--- src/rtl/utf8d_pkg.sv ---
// ----------------------------------------------------------------------------
// utf8d_pkg
// Types, constants and helper functions for the UTF-8 / escape decoder.
// ----------------------------------------------------------------------------
package utf8d_pkg;

    typedef enum logic [2:0] {
        MODE_IDLE,
        MODE_BSLASH,
        MODE_HEX,
        MODE_NEED2,
        MODE_NEED1
    } mode_t;

    localparam logic [7:0]  BYTE_LF     = 8'h0A;
    localparam logic [7:0]  BYTE_BSLASH = 8'h5C;
    localparam logic [7:0]  BYTE_U      = 8'h75;
    localparam logic [7:0]  BYTE_LEAD3  = 8'hE0;
    localparam logic [7:0]  BYTE_LEAD2  = 8'hC0;
    localparam logic [15:0] CODE_CR     = 16'h000D;
    localparam logic [15:0] CODE_LF     = 16'h000A;
    localparam logic [15:0] CODE_BSLASH = 16'h005C;
    localparam logic [2:0]  HEX_DIGITS  = 3'd4;

    // result queue
    localparam int RES_DEPTH = 4;
    localparam int RES_PTR_W = $clog2(RES_DEPTH);
    localparam int RES_CNT_W = $clog2(RES_DEPTH + 1);

    typedef struct packed {
        logic [15:0] char_code;
        logic        end_marker;
        logic [31:0] line_number;
        logic [31:0] column_number;
        logic        last_of_run;
    } res_t;

    // results produced by one item, handed to the queue
    typedef struct packed {
        logic [1:0] n;
        res_t       r0;
        res_t       r1;
    } push_t;

    typedef struct packed {
        logic [15:0] code;
        logic [31:0] line;
        logic [31:0] col;
        logic        drop;
    } emit_t;

    typedef struct packed {
        logic        emit;
        logic [15:0] code;
        mode_t       mode;
        logic [15:0] acc;
    } idle_t;

    typedef struct packed {
        logic       valid;
        logic [3:0] value;
    } hex_t;

    // one emitted character: column step, newline handling, CR -> LF
    function automatic emit_t emit_char(input logic [15:0] c, input logic [31:0] line,
                                        input logic [31:0] col, input logic drop);
        emit_t e;
        e.code = c;
        e.line = line;
        e.col  = col + 32'd1;
        e.drop = drop;
        if (c == CODE_CR || c == CODE_LF)
        begin
            e.line = line + 32'd1;
            e.col  = 32'd1;
            if (c == CODE_CR)
            begin
                e.drop = 1'b1;
                e.code = CODE_LF;
            end
        end
        return e;
    endfunction

    // byte seen with no sequence open; any pending LF drop is consumed here
    function automatic idle_t idle_byte(input logic [7:0] b, input logic drop,
                                        input logic [15:0] acc);
        idle_t r;
        r.emit = 1'b0;
        r.code = {8'h00, b};
        r.mode = MODE_IDLE;
        r.acc  = acc;
        if (drop && b == BYTE_LF)
        begin
            r.emit = 1'b0;
        end
        else if (b == BYTE_BSLASH)
        begin
            r.mode = MODE_BSLASH;
        end
        else if (b >= BYTE_LEAD3)
        begin
            r.acc  = {b[3:0], 12'h000};
            r.mode = MODE_NEED2;
        end
        else if (b >= BYTE_LEAD2)
        begin
            r.acc  = {5'b00000, b[4:0], 6'b000000};
            r.mode = MODE_NEED1;
        end
        else
        begin
            r.emit = 1'b1;
        end
        return r;
    endfunction

    function automatic hex_t hex_digit(input logic [7:0] b);
        hex_t h;
        h.valid = 1'b1;
        h.value = 4'h0;
        if (b >= 8'h30 && b <= 8'h39)
            h.value = b[3:0];
        else if ((b >= 8'h61 && b <= 8'h66) || (b >= 8'h41 && b <= 8'h46))
            h.value = b[3:0] + 4'd9;
        else
            h.valid = 1'b0;
        return h;
    endfunction

endpackage

--- src/rtl/utf8d_in_if.sv ---
// ----------------------------------------------------------------------------
// utf8d_in_if
// Byte channel into the decoder: valid/ready with byte and end flag.
// ----------------------------------------------------------------------------
interface utf8d_in_if;
    logic       valid;
    logic       ready;
    logic [7:0] byte_value;
    logic       end_of_stream;

    modport source (output valid, output byte_value, output end_of_stream, input ready);
    modport sink   (input valid, input byte_value, input end_of_stream, output ready);
endinterface

--- src/rtl/utf8d_out_if.sv ---
// ----------------------------------------------------------------------------
// utf8d_out_if
// Character channel out of the decoder: valid/ready with code and position.
// ----------------------------------------------------------------------------
interface utf8d_out_if;
    logic        valid;
    logic        ready;
    logic [15:0] char_code;
    logic        end_marker;
    logic [31:0] line_number;
    logic [31:0] column_number;
    logic        last_of_run;

    modport source (output valid, output char_code, output end_marker, output line_number,
                    output column_number, output last_of_run, input ready);
    modport sink   (input valid, input char_code, input end_marker, input line_number,
                    input column_number, input last_of_run, output ready);
endinterface

--- src/rtl/utf8d_core.sv ---
// ----------------------------------------------------------------------------
// utf8d_core
// Input register, decode state and counters; produces 0..2 results per item.
// ----------------------------------------------------------------------------
module utf8d_core
(
    input  logic             clk,
    input  logic             rst_n,
    utf8d_in_if.sink         in_ch,
    input  logic             space_ok,
    output utf8d_pkg::push_t push
);
    import utf8d_pkg::*;

    logic        stage_valid_reg, stage_valid_next;
    logic [7:0]  stage_byte_reg;
    logic        stage_eos_reg;

    mode_t       mode_reg, mode_next;
    logic [15:0] acc_reg, acc_next;
    logic [2:0]  cnt_reg, cnt_next;
    logic        drop_reg, drop_next;
    logic [31:0] line_reg, line_next;
    logic [31:0] col_reg, col_next;

    logic        accept, advance;
    idle_t       ib;
    hex_t        hx;
    logic [15:0] acc_shift;
    logic [2:0]  cnt_inc;
    logic [15:0] first_code;
    logic        first_drop;
    logic        use_first, use_second, end_res;
    logic        drop_nofirst;
    emit_t       first, second;
    res_t        res_first, res_second, res_end;

    assign in_ch.ready = !stage_valid_reg || space_ok;
    assign accept      = in_ch.valid && in_ch.ready;
    assign advance     = stage_valid_reg && space_ok;

    always_comb
    begin
        stage_valid_next = stage_valid_reg;
        if (accept)
            stage_valid_next = 1'b1;
        else if (advance)
            stage_valid_next = 1'b0;
    end

    // decode decision for the staged item
    always_comb
    begin
        ib           = idle_byte(stage_byte_reg, drop_reg, acc_reg);
        hx           = hex_digit(stage_byte_reg);
        acc_shift    = {acc_reg[11:0], hx.value};
        cnt_inc      = cnt_reg + 3'd1;
        first_code   = CODE_BSLASH;
        first_drop   = drop_reg;
        use_first    = 1'b0;
        use_second   = 1'b0;
        end_res      = 1'b0;
        drop_nofirst = drop_reg;
        mode_next    = mode_reg;
        acc_next     = acc_reg;
        cnt_next     = cnt_reg;
        if (stage_eos_reg)
        begin
            // a lone backslash is flushed before the end result
            use_first = (mode_reg == MODE_BSLASH);
            end_res   = 1'b1;
            mode_next = MODE_IDLE;
            acc_next  = 16'h0000;
            cnt_next  = 3'd0;
        end
        else
        begin
            case (mode_reg)
                MODE_BSLASH:
                begin
                    if (stage_byte_reg == BYTE_U)
                    begin
                        mode_next = MODE_HEX;
                        acc_next  = 16'h0000;
                        cnt_next  = 3'd0;
                    end
                    else
                    begin
                        use_first    = 1'b1;
                        use_second   = ib.emit;
                        first_drop   = 1'b0;
                        drop_nofirst = 1'b0;
                        mode_next    = ib.mode;
                        acc_next     = ib.acc;
                    end
                end
                MODE_HEX:
                begin
                    if (hx.valid)
                    begin
                        acc_next = acc_shift;
                        cnt_next = cnt_inc;
                    end
                    if (!hx.valid || cnt_inc >= HEX_DIGITS)
                    begin
                        mode_next  = MODE_IDLE;
                        cnt_next   = 3'd0;
                        acc_next   = 16'h0000;
                        use_first  = 1'b1;
                        first_code = hx.valid ? acc_shift : acc_reg;
                    end
                end
                MODE_NEED2:
                begin
                    acc_next  = acc_reg | {4'h0, stage_byte_reg[5:0], 6'b000000};
                    mode_next = MODE_NEED1;
                end
                MODE_NEED1:
                begin
                    mode_next  = MODE_IDLE;
                    use_first  = 1'b1;
                    first_code = acc_reg | {10'h000, stage_byte_reg[5:0]};
                    acc_next   = 16'h0000;
                end
                default:
                begin
                    mode_next    = ib.mode;
                    acc_next     = ib.acc;
                    use_first    = ib.emit;
                    first_code   = ib.code;
                    first_drop   = 1'b0;
                    drop_nofirst = 1'b0;
                end
            endcase
        end
    end

    // counters and result words
    always_comb
    begin
        first  = emit_char(first_code, line_reg, col_reg, first_drop);
        second = emit_char(ib.code, first.line, first.col, first.drop);

        line_next = line_reg;
        col_next  = col_reg;
        drop_next = drop_nofirst;
        if (use_second)
        begin
            line_next = second.line;
            col_next  = second.col;
            drop_next = second.drop;
        end
        else if (use_first)
        begin
            line_next = first.line;
            col_next  = first.col;
            drop_next = first.drop;
        end
        if (end_res)
            drop_next = 1'b0;

        res_first  = '{char_code: first.code, end_marker: 1'b0, line_number: first.line,
                       column_number: first.col, last_of_run: !(use_second || end_res)};
        res_second = '{char_code: second.code, end_marker: 1'b0, line_number: second.line,
                       column_number: second.col, last_of_run: 1'b1};
        res_end    = '{char_code: 16'h0000, end_marker: 1'b1, line_number: line_next,
                       column_number: col_next, last_of_run: 1'b1};

        push.n  = 2'd0;
        push.r0 = res_first;
        push.r1 = end_res ? res_end : res_second;
        if (advance)
        begin
            if (use_first && (use_second || end_res))
                push.n = 2'd2;
            else if (use_first)
                push.n = 2'd1;
            else if (end_res)
            begin
                push.n  = 2'd1;
                push.r0 = res_end;
            end
        end
    end

    always_ff @(posedge clk or negedge rst_n)
    begin
        if (!rst_n)
        begin
            stage_valid_reg <= 1'b0;
            mode_reg        <= MODE_IDLE;
            acc_reg         <= 16'h0000;
            cnt_reg         <= 3'd0;
            drop_reg        <= 1'b0;
            line_reg        <= 32'd1;
            col_reg         <= 32'd1;
        end
        else
        begin
            stage_valid_reg <= stage_valid_next;
            if (advance)
            begin
                mode_reg <= mode_next;
                acc_reg  <= acc_next;
                cnt_reg  <= cnt_next;
                drop_reg <= drop_next;
                line_reg <= line_next;
                col_reg  <= col_next;
            end
        end
    end

    always_ff @(posedge clk)
    begin
        if (accept)
        begin
            stage_byte_reg <= in_ch.byte_value;
            stage_eos_reg  <= in_ch.end_of_stream;
        end
    end

endmodule

--- src/rtl/utf8d_res_fifo.sv ---
// ----------------------------------------------------------------------------
// utf8d_res_fifo
// Small result queue: takes up to two results a cycle, hands out one.
// ----------------------------------------------------------------------------
module utf8d_res_fifo
(
    input  logic             clk,
    input  logic             rst_n,
    input  utf8d_pkg::push_t push,
    output logic             space_ok,
    utf8d_out_if.source      out_ch
);
    import utf8d_pkg::*;

    res_t                 entry_reg [RES_DEPTH];
    logic [RES_PTR_W-1:0] head_reg, head_next;
    logic [RES_PTR_W-1:0] tail_reg, tail_next;
    logic [RES_CNT_W-1:0] count_reg, count_next;
    logic [RES_PTR_W-1:0] tail_plus1;
    logic                 pop;
    res_t                 head_res;

    // room for a two-result item, judged on registered state only
    assign space_ok   = count_reg <= RES_CNT_W'(RES_DEPTH - 2);
    assign pop        = out_ch.valid && out_ch.ready;
    assign tail_plus1 = tail_reg + RES_PTR_W'(1);

    always_comb
    begin
        head_next  = pop ? head_reg + RES_PTR_W'(1) : head_reg;
        tail_next  = tail_reg + RES_PTR_W'(push.n);
        count_next = count_reg + RES_CNT_W'(push.n) - RES_CNT_W'(pop);
    end

    always_ff @(posedge clk or negedge rst_n)
    begin
        if (!rst_n)
        begin
            head_reg  <= '0;
            tail_reg  <= '0;
            count_reg <= '0;
        end
        else
        begin
            head_reg  <= head_next;
            tail_reg  <= tail_next;
            count_reg <= count_next;
        end
    end

    always_ff @(posedge clk)
    begin
        if (push.n != 2'd0)
            entry_reg[tail_reg] <= push.r0;
        if (push.n == 2'd2)
            entry_reg[tail_plus1] <= push.r1;
    end

    assign head_res             = entry_reg[head_reg];
    assign out_ch.valid         = count_reg != '0;
    assign out_ch.char_code     = head_res.char_code;
    assign out_ch.end_marker    = head_res.end_marker;
    assign out_ch.line_number   = head_res.line_number;
    assign out_ch.column_number = head_res.column_number;
    assign out_ch.last_of_run   = head_res.last_of_run;

endmodule

--- src/rtl/utf8_escape_decoder_line_tracker.sv ---
// ----------------------------------------------------------------------------
// utf8_escape_decoder_line_tracker
// UTF-8 / backslash-u decoder with CR/LF folding and line/column counters.
// ----------------------------------------------------------------------------
// Path: the first result of an item passes through the input stage register
// and then the result queue before it can be taken from out_ch.
// Throughput: one item per cycle while the queue has room; an item giving
// two results hands them out in turn. A 4-entry result queue decouples the
// sides; input stalls while an item is staged and over two results are queued.
// Reset: decode state idle, pending LF drop cleared, line and column = 1.
module utf8_escape_decoder_line_tracker
(
    input  logic        clk,
    input  logic        rst_n,
    utf8d_in_if.sink    in_ch,
    utf8d_out_if.source out_ch
);
    import utf8d_pkg::*;

    push_t push;
    logic  space_ok;

    utf8d_core u_core
    (
        .clk      (clk),
        .rst_n    (rst_n),
        .in_ch    (in_ch),
        .space_ok (space_ok),
        .push     (push)
    );

    utf8d_res_fifo u_fifo
    (
        .clk      (clk),
        .rst_n    (rst_n),
        .push     (push),
        .space_ok (space_ok),
        .out_ch   (out_ch)
    );

    // results are only pushed when the queue has room for two
    a_push_room: assert property (@(posedge clk) disable iff (!rst_n)
        push.n != 2'd0 |-> space_ok)
        else $error("result pushed without queue room");

    a_pair_last: assert property (@(posedge clk) disable iff (!rst_n)
        push.n == 2'd2 |-> !push.r0.last_of_run && push.r1.last_of_run)
        else $error("last_of_run misplaced on two-result item");

    a_single_last: assert property (@(posedge clk) disable iff (!rst_n)
        push.n == 2'd1 |-> push.r0.last_of_run)
        else $error("single result not marked last");

    a_end_code: assert property (@(posedge clk) disable iff (!rst_n)
        push.n != 2'd0 && push.r0.end_marker |-> push.r0.char_code == 16'h0000 && push.n == 2'd1)
        else $error("end result malformed");

endmodule

--- src/flat_wrapper.sv ---
// flat-port wrapper written by rule: the top's interface ports become plain ports
module utf8_escape_decoder_line_tracker_flat import utf8d_pkg::*;
  (clk, rst_n, in_ch_valid, in_ch_byte_value, in_ch_end_of_stream, in_ch_ready, out_ch_valid, out_ch_char_code, out_ch_end_marker, out_ch_line_number, out_ch_column_number, out_ch_last_of_run, out_ch_ready);
  utf8d_in_if in_ch_i ();
  utf8d_out_if out_ch_i ();
  input  logic clk;
  input  logic rst_n;
  input wire logic [$bits(in_ch_i.valid)-1:0] in_ch_valid;
  input wire logic [$bits(in_ch_i.byte_value)-1:0] in_ch_byte_value;
  input wire logic [$bits(in_ch_i.end_of_stream)-1:0] in_ch_end_of_stream;
  output wire logic [$bits(in_ch_i.ready)-1:0] in_ch_ready;
  output wire logic [$bits(out_ch_i.valid)-1:0] out_ch_valid;
  output wire logic [$bits(out_ch_i.char_code)-1:0] out_ch_char_code;
  output wire logic [$bits(out_ch_i.end_marker)-1:0] out_ch_end_marker;
  output wire logic [$bits(out_ch_i.line_number)-1:0] out_ch_line_number;
  output wire logic [$bits(out_ch_i.column_number)-1:0] out_ch_column_number;
  output wire logic [$bits(out_ch_i.last_of_run)-1:0] out_ch_last_of_run;
  input wire logic [$bits(out_ch_i.ready)-1:0] out_ch_ready;
  assign in_ch_i.valid = in_ch_valid;
  assign in_ch_i.byte_value = in_ch_byte_value;
  assign in_ch_i.end_of_stream = in_ch_end_of_stream;
  assign in_ch_ready = in_ch_i.ready;
  assign out_ch_valid = out_ch_i.valid;
  assign out_ch_char_code = out_ch_i.char_code;
  assign out_ch_end_marker = out_ch_i.end_marker;
  assign out_ch_line_number = out_ch_i.line_number;
  assign out_ch_column_number = out_ch_i.column_number;
  assign out_ch_last_of_run = out_ch_i.last_of_run;
  assign out_ch_i.ready = out_ch_ready;
  utf8_escape_decoder_line_tracker u_core (.clk(clk), .rst_n(rst_n), .in_ch(in_ch_i), .out_ch(out_ch_i));
endmodule
--- config.mk ---
export PLATFORM = sky130hd
export DESIGN_NAME = utf8_escape_decoder_line_tracker_flat
export DESIGN_NICKNAME = d
export VERILOG_FILES = /design/src/rtl/utf8d_pkg.sv /design/src/rtl/utf8d_in_if.sv /design/src/rtl/utf8d_out_if.sv /design/src/rtl/utf8d_core.sv /design/src/rtl/utf8d_res_fifo.sv /design/src/rtl/utf8_escape_decoder_line_tracker.sv /design/src/flat_wrapper.sv
export SDC_FILE = /design/constraint.sdc
export NUM_CORES = 1
export LEC_CHECK = 0
export BUFFER_PORTS_ARGS = -buffer_cell sky130_fd_sc_hd__buf_2
export CELL_PAD_IN_SITES_DETAIL_PLACEMENT = 1
export CELL_PAD_IN_SITES_GLOBAL_PLACEMENT = 2
export CORE_ASPECT_RATIO = 1.1
export CORE_UTILIZATION = 44
export DETAILED_ROUTE_END_ITERATION = 7
export PLACE_DENSITY_LB_ADDON = 0.3
export SYNTH_ARGS = -nofsm -noshare
export SYNTH_HDL_FRONTEND = slang
export SYNTH_HIERARCHICAL = 1
export SYNTH_SLANG_ARGS = --single-unit
--- constraint.sdc ---
create_clock -name clk -period 8.8 [get_ports clk]
set_input_delay 1.76 -clock clk [delete_from_list [all_inputs] [get_ports clk]]
set_output_delay 1.76 -clock clk [all_outputs]
set_load 0.005 [all_outputs]
==> results.tsv, run 1 <==
stage	metric	value	unit
run_status	status	finished, final reports clean	
clock_network	root buf cell	clkbuf_16	
power	peak supply drop	0.0004384	V
clock_network	Post-CTS Setup Inserts	0	
critical_path	crit path to	u_core/u_fifo/entry_reg[2][61]	
route	final WL	86910	um
floorplan	Ports	97	
finish	Post-Layout Cell Count	3215	
synthesis	sequential share of the synthesized area	46.23	%
place	GPL Wtd Cong	0.8643	
timing	Final Skew	0.02211	ns
timing	min Tclk post-route	7.399	ns
route	drt via density	6.199	
critical_path	Max Fanout on Critical Path	19	
floorplan	Die Ht	262.0	um
clock_network	Clk pin slew, worst setup/hold paths	0.06	ns
route	DRC viols	0	
place	Post-DP HPWL	56190	um
synthesis	async set-or-reset flop fraction in the synthesized netlist	21.99	%
synthesis	top_reg_cell synth	edfxtp_1	
power	P_int	5.797	mW
critical_path	worst r2r dst	u_core/u_fifo/entry_reg[2][61]	
synthesis	Mapped Area	27040	um2
place	dpl cells	3128	
clock_network	Clock Latency Late Sink	0.60	ns
global_route	GRT Total Usage	27.80	%
clock_network	Max H-tree Level	2	
route	Initial DRC Count	1441	
finish	Reg area	12510	um2
synthesis	Synth Register Bits	432	
timing	slew margin rel.	22.51	%
floorplan	core area	60220	um2
synthesis	Syn Inst Count	2336	
power	power density cells	319.8	nW/um2
finish	Fillers	6365	
synthesis	synthesized area per cell	11.57	um2
clock_network	Resized cells post-CTS	0	
finish	max reg flops	328	
critical_path	register-to-register setup slack	1.40	ns
route	routed vias	19930	
flow_run	Max-cap violations	0	
timing	setup_tns	0	ns
hold_path	Hold Path Class	reg -> reg	
finish	share of post-route cells with drive strength above 1	27.89	%
timing	max-slew violations	0	
timing	final setup vio count	0	
clock_network	hold buffer count at cts	0	
clock_network	CTS Sinks	432	
power	register share of total power	35.7	%
finish	Syn-to-layout area delta	9.607	%
timing	fmax	135.2	MHz
floorplan	chip width	238.4	um
synthesis	EDFF count, synth	337	
critical_path	crit path launch type	flip-flop	
power	Psw	3.680	mW
timing	Worst Hold Slack	0.4991	ns
global_route	pin count of the biggest net entering global routing	62	
critical_path	WP data required	9.15	ns
timing	actual slew at the worst max-slew pin	1.158	ns
clock_network	CTS Buf Count	47	
finish	fin nets	2388	
route	Final ANT Viol Nets	0	
finish	multi-input logic area	13560	um2
timing	final hold violations	0	
critical_path	critical path type	reg -> reg	
power	Net Sw Frac	38.83	%
critical_path	number of cells on the worst reg-to-reg path	16	
clock_network	CTS tree	built	
critical_path	Critical Path Source	u_core/u_core/stage_byte_reg[0]	
timing	RSZ-0062 raised after global routing	false	
critical_path	critical path arrival	7.75	ns
critical_path	Crit. End Element	flip-flop	
finish	Inserted Diodes	0	
power	Comb pwr share	42.6	%
timing	final period utilization	84.08	%
floorplan	die area	62450	um2
floorplan	Initial Util	44.90	%
power	clock power share	21.8	%
synthesis	Ys Warns	6	
power	Leak Pwr	10.60	nW
clock_network	Max clock buf depth	3	
route	DR WL/cell	27.03	um
global_route	vias in the first global route	21240	
global_route	Congestion Overflow GR	0	
place	Buffers on Ports	96	
synthesis	post-synth cell types	96	
finish	Layout Utilization	49.21	%
global_route	initial antenna violation count	0	
route	drt pass-1 iters	5	
global_route	first-pass GRT wire length	131800	um
critical_path	r2r startpoint	u_core/u_core/stage_byte_reg[0]	
floorplan	row count	94	
-- per-layer routing --
metal / vias up / global-route usage (%) / part of all wire (%)
met5: - / 0 / 0
li1: 8880 / - / -
met3: 128 / 3.151 / 4.2
met2: 503 / 47.62 / 49
met4: 0 / 7.461 / 2.3
met1: 10420 / 37.48 / 44
-- cell usage after synthesis (17+ instances only) --
cell / count / area, um2
a21oi_1: 94 / 470.5
a22oi_1: 18 / 135.1
a31oi_1: 17 / 106.4
and2_1: 23 / 143.9
and3_1: 26 / 162.7
buf_2: 20 / 100.1
buf_4: 25 / 187.7
buf_6: 19 / 214.0
clkbuf_1: 95 / 356.6
dfrtp_1: 93 / 2327
edfxtp_1: 337 / 10120
inv_1: 41 / 153.9
mux2_2: 253 / 2849
mux2_4: 80 / 1201
mux4_2: 82 / 1847
nand2_1: 217 / 814.5
nand3_1: 71 / 355.3
nor2_1: 165 / 619.3
nor3_1: 54 / 270.3
nor4_1: 20 / 125.1
o211ai_1: 18 / 135.1
o21ai_0: 116 / 580.6
o22ai_1: 18 / 112.6
xnor2_1: 74 / 648.1
xor2_1: 63 / 551.8
-- per-stage QoR --
stage	total power, mW	worst slack (ns)	cell area, um2
CTS	9.540	1.464	29640
global route	9.917	0.8582	29640
detailed placement	7.443	1.548	28080
floorplan	5.973	1.537	27060
global placement	7.307	1.638	28080
finish	9.476	1.401	29640
-- power groups by stage --
stage	clock, mW	sequential (mW)	combinational (mW)
floorplan	0	3.22	2.76
CTS	2.10	3.38	4.06
finish	2.06	3.38	4.03
detailed placement	0	3.42	4.02
global route	2.15	3.44	4.32
global placement	0	3.37	3.93
-- placed cells by master (no fill, tap or decap), drive strengths merged, types with 11 or more instances in the layout --
cell type,instances
edfxtp,337
mux2,333
nand2,217
nor2,165
buf,144
o21ai,124
a21oi,95
dfrtp,93
mux4,82
xnor2,74
nand3,71
xor2,63
clkbuf,57
nor3,56
inv,42
and3,26
and2,23
nor4,22
clkinv,21
o22ai,19
a22oi,18
o211ai,18
a31oi,17
o31ai,16
nand4,16
or3,15
a22o,13
ha,13
a211oi,13
a21o,11
or2,11
-- final cells by class --
type                    count  area share, %
clock inverters            30          1.009
flip-flops and latches    432          42.20
well taps                 816          3.445
inverters                  41         0.5193
clock buffers              57          4.239
multi-input cells        1695          45.74
repair buffers            144          2.846
-- how the worst min path moves through the flow --
| stage | from | end | slack (ns) | depth (start not counted) |
|---|---|---|---|---|
| after floorplan | u_core/u_core/drop_reg | u_core/u_core/drop_reg | 0.45 | 2 |
| after global placement | u_core/u_core/cnt_reg[1] | u_core/u_core/cnt_reg[1] | 0.47 | 2 |
| after detailed placement | u_core/u_core/drop_reg | u_core/u_core/drop_reg | 0.49 | 2 |
| after CTS | u_core/u_core/drop_reg | u_core/u_core/drop_reg | 0.50 | 2 |
| after global routing | u_core/u_core/drop_reg | u_core/u_core/drop_reg | 0.53 | 2 |
| final | u_core/u_core/drop_reg | u_core/u_core/drop_reg | 0.50 | 2 |
-- worst max-delay path: stages (launching register included) --
cell and delay (ns):
edfxtp_1 0.58, inv_1 0.20, ha_1 0.30, nor3b_1 0.20
or3_1 0.54, a211oi_4 0.75, a211oi_1 0.14, nor3b_1 0.29
nand3_1 0.73, a2111oi_1 0.72, o22ai_1 0.20, or4_1 0.66
nor4_2 0.85, nand3_1 0.27, nor2_1 0.23, xnor2_1 0.16
mux2_2 0.32
-- kinds of logic after synthesis --
kind of cell / Yosys count / synth area share, %
flops: 432 / 46.23
mux: 423 / 22.11
simple gates: 682 / 12.17
xor+xnor: 137 / 4.438
buf+inv: 216 / 3.970
other cells: 2 / 0.02778
compound gates: 430 / 10.38
fa+ha+maj: 14 / 0.6756
Power figures use the tool's default switching activity.
==> run 2, diff against run 1 <==
CORE_UTILIZATION = 39   (was 44)
clock period = 6.45 ns   (was 8.8 ns; I/O delays follow)
==> run 2 against run 1 <==
Compared with the run above: flip-flop and latch count unchanged; via count about the same; clock skew down 0.0046 ns; utilization down 4.9 points; critical path depth up 5; global-route usage down 2.1 points; non-clock buffer count up 35; sequential share of layout area down 0.70 points; sequential power up 36%; routed wire length up 3.5%; cell count up 4.3%; critical path type unchanged; critical endpoint is now u_core/u_fifo/entry_reg[2][27]; largest power group unchanged.
==> results.tsv, run 2 (synthesized netlist as in run 1, its figures left out) <==
stage	metric	value	unit
global_route	pin count of the biggest net entering global routing	83	
critical_path	cell at the slowest stage of the critical path	or4_1	
route	drt pass-1 iters	5	
flow_run	Max-cap violations	0	
power	Leak Pwr	10.76	nW
power	Power Total	13.00	mW
power	power density cells	431.4	nW/um2
clock_network	CTS Sinks	432	
timing	final hold violations	0	
clock_network	Max H-tree Level	2	
finish	Design Area, Final	30140	um2
critical_path	critical-path cell list	or4b_4 > or3_4 > nand2_1 > a211oi_1 > o32a_1 > and3_1 > nand2_2 > buf_4 > nand2_1 > inv_1 > ha_1 > nand2_1 > nor3_1 > o2111ai_1 > or3_1 > or4_1 > or4_1 > xnor2_1 > nand3_1 > o21ai_0 > mux2_2	
critical_path	critical path type	reg -> reg	
route	final WL	89930	um
timing	fmax	164.0	MHz
floorplan	die area	70390	um2
power	Comb pwr share	43.6	%
critical_path	r2r startpoint	u_core/u_core/stage_byte_reg[4]	
finish	multi-input logic area	13610	um2
global_route	Congestion Overflow GR	0	
timing	max-slew violations	0	
timing	setup_tns	0	ns
clock_network	Post-CTS Setup Inserts	0	
timing	slew margin rel.	25.89	%
finish	most frequent cells in the layout	edfxtp_1 (337), mux2_2 (253), nand2_1 (215), nor2_1 (162), o21ai_0 (116)	
clock_network	Max clock buf depth	3	
floorplan	row count	100	
critical_path	most numerous cell on the critical path	nand2_1	
critical_path	Buffers & Inverters on Critical Path	2	
power	clock power share	21.0	%
finish	share of post-route cells with drive strength above 1	29.31	%
finish	max reg flops	328	
floorplan	Die Ht	278.2	um
clock_network	root buf cell	clkbuf_16	
timing	final setup vio count	0	
critical_path	CP delay by family, top	simple AND/OR/NAND/NOR gates	
power	peak supply drop	0.0005990	V
route	drt via density	5.946	
global_route	first-pass GRT wire length	136300	um
critical_path	register-to-register setup slack	0.35	ns
power	P_int	7.939	mW
finish	commonest non-fill, non-tap cell in the layout	edfxtp_1	
route	Final ANT Viol Nets	0	
finish	Syn-to-layout area delta	11.45	%
place	Buffers on Ports	96	
floorplan	Ports	97	
power	register share of total power	35.4	%
finish	fin nets	2425	
power	Psw	5.060	mW
critical_path	crit path launch type	flip-flop	
route	Initial DRC Count	1169	
global_route	initial antenna violation count	2	
route	DRC viols	0	
global_route	vias in the first global route	21430	
critical_path	Crit. End Element	flip-flop	
finish	Reg area	12510	um2
power	Net Sw Frac	38.92	%
route	routed vias	19930	
place	Post-DP HPWL	58280	um
critical_path	critical path arrival	6.44	ns
critical_path	crit-path max cell delay	0.64	ns
run_status	status	finished, final reports clean	
hold_path	Hold Path Class	reg -> reg	
floorplan	Initial Util	39.72	%
place	placed inst area	28570	um2
timing	Final Skew	0.01753	ns
global_route	GRT Total Usage	25.66	%
place	GPL Wtd Cong	0.8730	
timing	actual slew at the worst max-slew pin	1.112	ns
clock_network	CTS tree	built	
floorplan	core area	68070	um2
critical_path	Max Fanout on Critical Path	8	
finish	Fillers	7276	
clock_network	Clk pin slew, worst setup/hold paths	0.06	ns
timing	RSZ-0062 raised after global routing	false	
clock_network	Clock Latency Late Sink	0.60	ns
timing	min Tclk post-route	6.098	ns
critical_path	worst r2r dst	u_core/u_fifo/entry_reg[2][27]	
clock_network	CTS Buf Count	49	
timing	final period utilization	94.54	%
hold_path	Hold Crit Start	u_core/u_core/cnt_reg[1]	
floorplan	chip width	253.1	um
hold_path	Worst Hold Endpoint	u_core/u_core/cnt_reg[1]	
critical_path	Critical Path Source	u_core/u_core/stage_byte_reg[4]	
critical_path	number of cells on the worst reg-to-reg path	21	
hold_path	hold path cells	2	
critical_path	WP data required	6.79	ns
route	DR WL/cell	26.83	um
run 2: per-layer routing:
metal	GRT usage (%)	wire (um)
met1	33.93	39630
met2	44.52	44740
met3	3.311	3699
met4	5.796	1843
met5	0	8
run 2: cell type report:
| type | count | area share [%] |
|---|---|---|
| multi-input combinational | 1695 | 45.17 |
| sequential | 432 | 41.50 |
| clock buffer | 65 | 4.301 |
| timing repair buffer | 179 | 4.002 |
| tap | 918 | 3.811 |
| clock inverter | 21 | 0.6892 |
| inverter | 41 | 0.5107 |
| antenna | 1 | 0.008304 |
run 2: how the worst max path moves through the flow:
stage | end | depth (start not counted)
2_1_floorplan | u_core/u_fifo/entry_reg[1][27] | 25
3_3_place_gp | u_core/u_fifo/entry_reg[1][27] | 21
3_5_place_dp | u_core/u_fifo/entry_reg[1][27] | 21
4_1_cts | u_core/u_fifo/entry_reg[1][27] | 21
5_1_grt | u_core/u_fifo/entry_reg[1][27] | 24
6_report | u_core/u_fifo/entry_reg[2][27] | 21
run 2: worst min-delay path, delay by kind of cell, from the launching register on:
| family | cells | cell delay (ns) |
|---|---|---|
| flip-flops | 1 | 0.35 |
| AO/OA/AOI/OAI | 1 | 0.07 |
| AND/OR/NAND/NOR | 1 | 0.05 |
run 2: timing repair:
item                                    CTS  global route
endpoints found under the setup margin    0            50
gates resized for setup                   0            14
hold buffers                              0             0
run 2: power by group through the flow:
stage	combinational, mW	sequential (mW)	clock [mW]
floorplan	3.77	4.34	0
CTS	5.69	4.61	2.80
global placement	5.56	4.61	0
finish	5.66	4.61	2.73
detailed placement	5.66	4.67	0
global route	6.09	4.69	2.89
run 2: metrics by stage:
step           setup slack (ns)  std cells  utilization, %  hold WS, ns
2_1_floorplan           0.01647       2343               -       0.4493
3_3_place_gp             0.2145       3265           41.98       0.4727
3_5_place_dp            0.06877       3265           41.98       0.4955
4_1_cts                 0.06332       3351           44.19       0.5133
5_1_grt                 0.01552       3351           44.27       0.5424
6_report                 0.3525       3352           44.27       0.5083
